<file path="src/sv/u8dec_pkg.sv">
// Shared types, codes and bit masks of the UTF-8 sequence decoder.
`default_nettype none

package u8dec_pkg;

  // Result status codes.
  typedef enum logic [1:0] {
    ST_VALID     = 2'd0,
    ST_INVALID   = 2'd1,
    ST_PREMATURE = 2'd2
  } status_t;

  // Byte marker bits, high to low.
  localparam logic [7:0] BIT_7 = 8'o200;
  localparam logic [7:0] BIT_6 = 8'o100;
  localparam logic [7:0] BIT_5 = 8'o040;
  localparam logic [7:0] BIT_4 = 8'o020;

  // Masks and tags of the lead and continuation byte forms.
  localparam logic [7:0] CONT_MASK  = BIT_7 | BIT_6;
  localparam logic [7:0] CONT_TAG   = BIT_7;
  localparam logic [7:0] LEAD2_MASK = BIT_7 | BIT_6 | BIT_5;
  localparam logic [7:0] LEAD2_TAG  = BIT_7 | BIT_6;
  localparam logic [7:0] LEAD3_MASK = BIT_7 | BIT_6 | BIT_5 | BIT_4;
  localparam logic [7:0] LEAD3_TAG  = BIT_7 | BIT_6 | BIT_5;
  localparam logic [7:0] LEAD4_MASK = 8'hF8;
  localparam logic [7:0] LEAD4_TAG  = BIT_7 | BIT_6 | BIT_5 | BIT_4;

  // Window size and sequence lengths.
  localparam logic [2:0] AVAIL_MAX = 3'd4;
  localparam logic [2:0] LEN_1     = 3'd1;
  localparam logic [2:0] LEN_2     = 3'd2;
  localparam logic [2:0] LEN_3     = 3'd3;
  localparam logic [2:0] LEN_4     = 3'd4;

  // Item after lead classification.
  typedef struct packed {
    logic        valid;
    logic        empty;
    logic        bad_lead;
    logic [2:0]  len;
    logic [2:0]  avail;
    logic [2:0]  cont_ok;
    logic [6:0]  lead;
    logic [17:0] tail;
  } s1_t;

  // Item after status resolution.
  typedef struct packed {
    logic        valid;
    status_t     status;
    logic [2:0]  consumed;
    logic [2:0]  missing;
    logic [6:0]  lead;
    logic [17:0] tail;
  } s2_t;

endpackage

`default_nettype wire

</file>
<file path="src/sv/u8dec_lead_stage.sv">
// First pipeline stage: count clamp, lead byte class and continuation byte checks.
`default_nettype none

module u8dec_lead_stage (
  input  wire logic            clk,
  input  wire logic            rst,
  input  wire logic            in_valid,
  input  wire logic [7:0]      byte_first,
  input  wire logic [7:0]      byte_second,
  input  wire logic [7:0]      byte_third,
  input  wire logic [7:0]      byte_fourth,
  input  wire logic [2:0]      bytes_available,
  output u8dec_pkg::s1_t       s1
);

  u8dec_pkg::s1_t s1_next;

  // Classify the lead byte and tag each following byte; reset clears the valid bit.
  always_comb begin
    s1_next = '0;
    s1_next.valid = in_valid && !rst;
    s1_next.avail = (bytes_available > u8dec_pkg::AVAIL_MAX) ?
                    u8dec_pkg::AVAIL_MAX : bytes_available;
    s1_next.empty = (bytes_available == 3'd0);
    if ((byte_first & u8dec_pkg::BIT_7) == 8'd0) begin
      s1_next.len = u8dec_pkg::LEN_1;
    end else if ((byte_first & u8dec_pkg::LEAD2_MASK) == u8dec_pkg::LEAD2_TAG) begin
      s1_next.len = u8dec_pkg::LEN_2;
    end else if ((byte_first & u8dec_pkg::LEAD3_MASK) == u8dec_pkg::LEAD3_TAG) begin
      s1_next.len = u8dec_pkg::LEN_3;
    end else if ((byte_first & u8dec_pkg::LEAD4_MASK) == u8dec_pkg::LEAD4_TAG) begin
      s1_next.len = u8dec_pkg::LEN_4;
    end else begin
      s1_next.bad_lead = 1'b1;
    end
    s1_next.cont_ok[0] = ((byte_second & u8dec_pkg::CONT_MASK) == u8dec_pkg::CONT_TAG);
    s1_next.cont_ok[1] = ((byte_third  & u8dec_pkg::CONT_MASK) == u8dec_pkg::CONT_TAG);
    s1_next.cont_ok[2] = ((byte_fourth & u8dec_pkg::CONT_MASK) == u8dec_pkg::CONT_TAG);
    s1_next.lead = byte_first[6:0];
    s1_next.tail = {byte_second[5:0], byte_third[5:0], byte_fourth[5:0]};
  end

  // Stage register; only the valid bit is reset.
  always_ff @(posedge clk) begin
    s1 <= s1_next;
  end

endmodule

`default_nettype wire

</file>
<file path="src/sv/u8dec_resolve_stage.sv">
// Second pipeline stage: status, consumed count and missing count.
`default_nettype none

module u8dec_resolve_stage (
  input  wire logic       clk,
  input  wire logic       rst,
  input  u8dec_pkg::s1_t  s1,
  output u8dec_pkg::s2_t  s2
);

  u8dec_pkg::s2_t s2_next;
  logic           tail_ok;

  // Every byte after the lead and within the length must be a continuation.
  assign tail_ok = (s1.len < u8dec_pkg::LEN_2 || s1.cont_ok[0]) &&
                   (s1.len < u8dec_pkg::LEN_3 || s1.cont_ok[1]) &&
                   (s1.len < u8dec_pkg::LEN_4 || s1.cont_ok[2]);

  // An empty window wins over the lead, and a short window over the tail check.
  always_comb begin
    s2_next = '0;
    s2_next.valid = s1.valid && !rst;
    s2_next.lead  = s1.lead;
    s2_next.tail  = s1.tail;
    if (s1.empty) begin
      s2_next.status  = u8dec_pkg::ST_PREMATURE;
      s2_next.missing = 3'd1;
    end else if (s1.bad_lead) begin
      s2_next.status = u8dec_pkg::ST_INVALID;
    end else if (s1.len > s1.avail) begin
      s2_next.status  = u8dec_pkg::ST_PREMATURE;
      s2_next.missing = s1.len - s1.avail;
    end else if (!tail_ok) begin
      s2_next.status = u8dec_pkg::ST_INVALID;
    end else begin
      s2_next.status   = u8dec_pkg::ST_VALID;
      s2_next.consumed = s1.len;
    end
  end

  // Stage register; only the valid bit is reset.
  always_ff @(posedge clk) begin
    s2 <= s2_next;
  end

endmodule

`default_nettype wire

</file>
<file path="src/sv/utf8_sequence_decoder_top.sv">
// UTF-8 sequence decoder: lead stage, resolve stage and code point output register.
// done rises once the item has passed the lead, resolve and output registers.
// Throughput: one item per cycle; busy stays low, since the three register
// stages move every cycle and the receiver cannot stall.
// Reset: synchronous, active high; clears the stage valid bits, so no result
// appears until a new item is accepted.
`default_nettype none

module utf8_sequence_decoder_top (
  input  wire logic        clk,
  input  wire logic        rst,
  input  wire logic        start,
  output logic             busy,
  input  wire logic [7:0]  byte_first,
  input  wire logic [7:0]  byte_second,
  input  wire logic [7:0]  byte_third,
  input  wire logic [7:0]  byte_fourth,
  input  wire logic [2:0]  bytes_available,
  output logic             done,
  output logic [1:0]       status,
  output logic [2:0]       consumed,
  output logic [20:0]      code_point,
  output logic [2:0]       missing
);

  u8dec_pkg::s1_t s1;
  u8dec_pkg::s2_t s2;
  logic [20:0]    code_point_next;

  // The pipeline never stalls.
  assign busy = 1'b0;

  u8dec_lead_stage u_lead (
    .clk             (clk),
    .rst             (rst),
    .in_valid        (start),
    .byte_first      (byte_first),
    .byte_second     (byte_second),
    .byte_third      (byte_third),
    .byte_fourth     (byte_fourth),
    .bytes_available (bytes_available),
    .s1              (s1)
  );

  u8dec_resolve_stage u_resolve (
    .clk (clk),
    .rst (rst),
    .s1  (s1),
    .s2  (s2)
  );

  // Assemble the code point; consumed is zero unless the status is valid.
  always_comb begin
    case (s2.consumed)
      u8dec_pkg::LEN_1: code_point_next = {14'd0, s2.lead};
      u8dec_pkg::LEN_2: code_point_next = {10'd0, s2.lead[4:0], s2.tail[17:12]};
      u8dec_pkg::LEN_3: code_point_next = {5'd0, s2.lead[3:0], s2.tail[17:6]};
      u8dec_pkg::LEN_4: code_point_next = {s2.lead[2:0], s2.tail};
      default:          code_point_next = 21'd0;
    endcase
  end

  // Output register; done is the only control bit.
  always_ff @(posedge clk) begin
    if (rst) begin
      done <= 1'b0;
    end else begin
      done <= s2.valid;
    end
    status     <= s2.status;
    consumed   <= s2.consumed;
    missing    <= s2.missing;
    code_point <= code_point_next;
  end

endmodule

`default_nettype wire
</file>
<file path="config.mk">
export PLATFORM = sky130hd
export DESIGN_NAME = utf8_sequence_decoder_top
export DESIGN_NICKNAME = d
export VERILOG_FILES = /design/src/sv/u8dec_pkg.sv /design/src/sv/u8dec_lead_stage.sv /design/src/sv/u8dec_resolve_stage.sv /design/src/sv/utf8_sequence_decoder_top.sv
export SDC_FILE = /design/constraint.sdc
export NUM_CORES = 1
export LEC_CHECK = 0
export BUFFER_PORTS_ARGS = -buffer_cell sky130_fd_sc_hd__buf_2
export CORE_AREA = 2 2 89 91
export CTS_CLUSTER_DIAMETER = 120
export DETAILED_ROUTE_END_ITERATION = 10
export DIE_AREA = 0 0 91 93
export PLACE_DENSITY = 0.73
export SYNTH_ARGS = -nofsm -noshare
export SYNTH_HDL_FRONTEND = slang
export SYNTH_HIERARCHICAL = 1
export SYNTH_SLANG_ARGS = --single-unit
</file>
<file path="constraint.sdc">
create_clock -name clk -period 2.1 [get_ports clk]
set_input_delay 0.21 -clock clk [delete_from_list [all_inputs] [get_ports clk]]
set_output_delay 0.21 -clock clk [all_outputs]
set_load 0.01 [all_outputs]
</file>
==> results.md <==
- Area Growth Syn to Fin: 31.6%
- First-pass GRT wire length: between 8000 and 9000 um
- Initial core utilization: between 30% and 40%
- Die extent in x: approximately 90 um
- Sw Share: 24.2%
- Max-slew headroom: between 60% and 70%
- RSZ-0062 raised after global routing: no
- Synth cell count leaders: dfxtp_1, nand2_1, nor2b_1
- Inserted Clock Buffers: 9
- Via Count: around 1,900
- WL final: ~5300 um
- # rows: 32
- Worst-Margin Slew: about 0.56 ns
- H-tree depth: 3
- DR DRC count: 0
- Die Y: approximately 93 um
- Post-synth top area cell: dfxtp_1
- Total number of yosys warnings: 6
- CP startpoint kind: flip-flop
- CP arrival: between 1.5 and 2 ns
- Count of final setup violators: 0
- CTS tree: yes
- Wire per inst: approximately 12 um
- N_diodes: 0
- Largest net degree at the start of global routing: 27
- Post_cts resized: 0
- CP required: ~2.4 ns
- Layout Skew: around 0.0097 ns
- Final Max Slew Viols: 0
- Crit-path max cell delay: just under 0.4 ns
- Placed instance area: 3340 sq um
- FMAX: 0.608 GHz
- Core ar.: roughly 7500 sq um
- Ys flop type: dfxtp_1
- P_sw: 838 uW
- Initial antenna violation count: 0
- Number of antenna-violating nets in the routed design: 0
- Clock transition at the registers of the reported paths: around 0.10 ns
- Final Cell Area: ~3800 sq um
- Post-DP HPWL: roughly 3500 um
- Crit-path cells: inv_1 > ha_1 > and3_4 > or3_4 > o221a_1
- Vias per std cell: between 4 and 5
- TNS Setup: 0 ns
- Num ports: 69
- Fraction of registers with async set/reset: 0%
- Final Hold Viols: 0
- Number of fill cells: a little under 700
- Top-count cell post-synth: dfxtp_1
- Pint: roughly 2.6 mW
- Iteration-0 DRC Markers: between 60 and 70
- Buffers on Ports: 67
- Global Route Usage Sum: approximately an eighth
- Critical path peak fanout: 5
- Final hold slack: roughly 0.027 ns
- Post-Syn Instances: about 220
- CP Capture Type: flip-flop
- Post-synth top area share: 69.2%
- Slowest cell on crit path: or3_4
- Max Buffers Root-to-Sink: 2
- Synth Net Count: 259
- Synth top area cells: dfxtp_1, nand4bb_1, mux2i_1
- Die area: between 8000 and 9000 sq um
- Post-Syn Area: around 2900 sq um
- Fin crit share: between 70% and 80%
- Vias in the first global route: between 1,500 and 2,000
- Reg power frac: 59.5%
- VDD IR-drop max: 0.000373 V
- Clock latency on the worst-skew pair: about 0.36 ns
- Count of state elements after synthesis: just over 100
- Gate power share: between 7 and 8%
- GPL Wtd Cong: 0.779
- Root buf cell: clkbuf_8
- PD cells: around 900 nW/um^2
- Hold Path Class: primary input to flip-flop
- Sequential-to-total area share from yosys stat: between 60% and 70%
- Pleak: 1.69 nW
- DRT Pass-1 Iters: 4
- Crit path kind: flip-flop to flip-flop
- EDFF count, synth: 0
- Final Net Count: 361
- Syn_area_per_cell: around 13 sq um
- Yosys cell types: 45
- Clock Sinks: slightly above 100
- Outcome: completed
- Proportion of layout cells with a drive suffix above 1: approximately 29%
- Minimum clock period: ~1.6 ns
- Max-cap check violation count: 0
- Clock Power Share: 32.8%
- GRT overflow: 0
==> final timing paths <==
kind / cells past startpoint / slack [ns] / end / start
worst max-delay path: 5 / 0.45 / u_resolve/s2[31] / u_lead/s1[30]
worst max register to register: 5 / 0.45 / u_resolve/s2[31] / u_lead/s1[30]
worst min-delay path: 2 / 0.03 / done / rst
worst min register to register: 0 / 0.33 / u_resolve/s2[22] / u_lead/s1[22]
==> cell families after synthesis <==
family,count (synthesis),share of synthesized area [%]
other,1,0.128
multiplexers,7,2.40
buffers and inverters,15,2.87
adder cells (fa/ha/maj),4,1.97
AO/OA/AOI/OAI,24,6.85
AND/OR/NAND/NOR,64,16.3
flip-flops,101,69.2
XOR/XNOR,1,0.300
==> cell usage in the layout (no fill, tap or decap), types with 5 or more instances in the layout <==
cell,synthesis,routed
nand2_1,13,13
dlygate4sd3_1,0,31
inv_1,5,5
nor2b_1,9,9
o221ai_1,7,7
mux2i_1,7,7
nor4bb_1,7,7
nand4bb_1,7,7
and2_1,5,5
buf_2,4,67
dfxtp_1,101,101
clkbuf_8,0,9
==> state kept, by name (all words and copies together), names as in the netlist <==
register	count
code_point	21
consumed	3
done	1
missing	3
status	2
u_lead/s1	37
u_resolve/s2	34
==> routing by layer <==
metal  vias up  part of all wire, %  GRT usage, %
met4         0                  4.1          9.60
met5         -                    0             0
li1        957                    -             -
met2        60                   47          21.2
met3        16                  4.8          3.55
met1       870                   44          15.0
==> power groups by stage <==
stage	Clock [mW]	Sequential, mW	Combinational, mW
2_1_floorplan	0	2.11	0.119
3_3_place_gp	0	2.10	0.216
3_5_place_dp	0	2.11	0.225
4_1_cts	1.18	2.06	0.269
5_1_grt	1.27	2.07	0.293
6_report	1.14	2.06	0.267
==> stage by stage <==
stage	setup WS, ns	util [%]	power, mW	cells
final	0.455	51.1	3.47	426
after global routing	0.390	51.1	3.64	426
after CTS	0.450	51.1	3.51	426
after detailed placement	0.471	44.4	2.33	379
after global placement	0.518	44.4	2.32	379
after floorplan	0.546	-	2.23	217
==> critical path, delay by kind of cell, from the launching register on <==
family	cells	cell delay, ns
AND/OR/NAND/NOR	2	0.58
flip-flops	1	0.32
adder cells (fa/ha/maj)	1	0.34
AO/OA/AOI/OAI	1	0.26
buffers and inverters	1	0.04
==> final cells by class <==
cell class	instances	area, sq um	area share, %
clock buffers	9	124	3.22
clock inverters	7	67.6	1.76
multi-input cells	101	816	21.2
inverters	5	18.8	0.488
well taps	102	128	3.32
repair buffers	101	668	17.4
flip-flops and latches	101	2020	52.6
==> timing repair <==
item                                    4_1_cts  5_1_grt
endpoints found under the hold margin        30        0
endpoints found under the setup margin        0        0
hold buffers                                 31        0
setup buffers                                 0        0
Power figures use the tool's default switching activity.
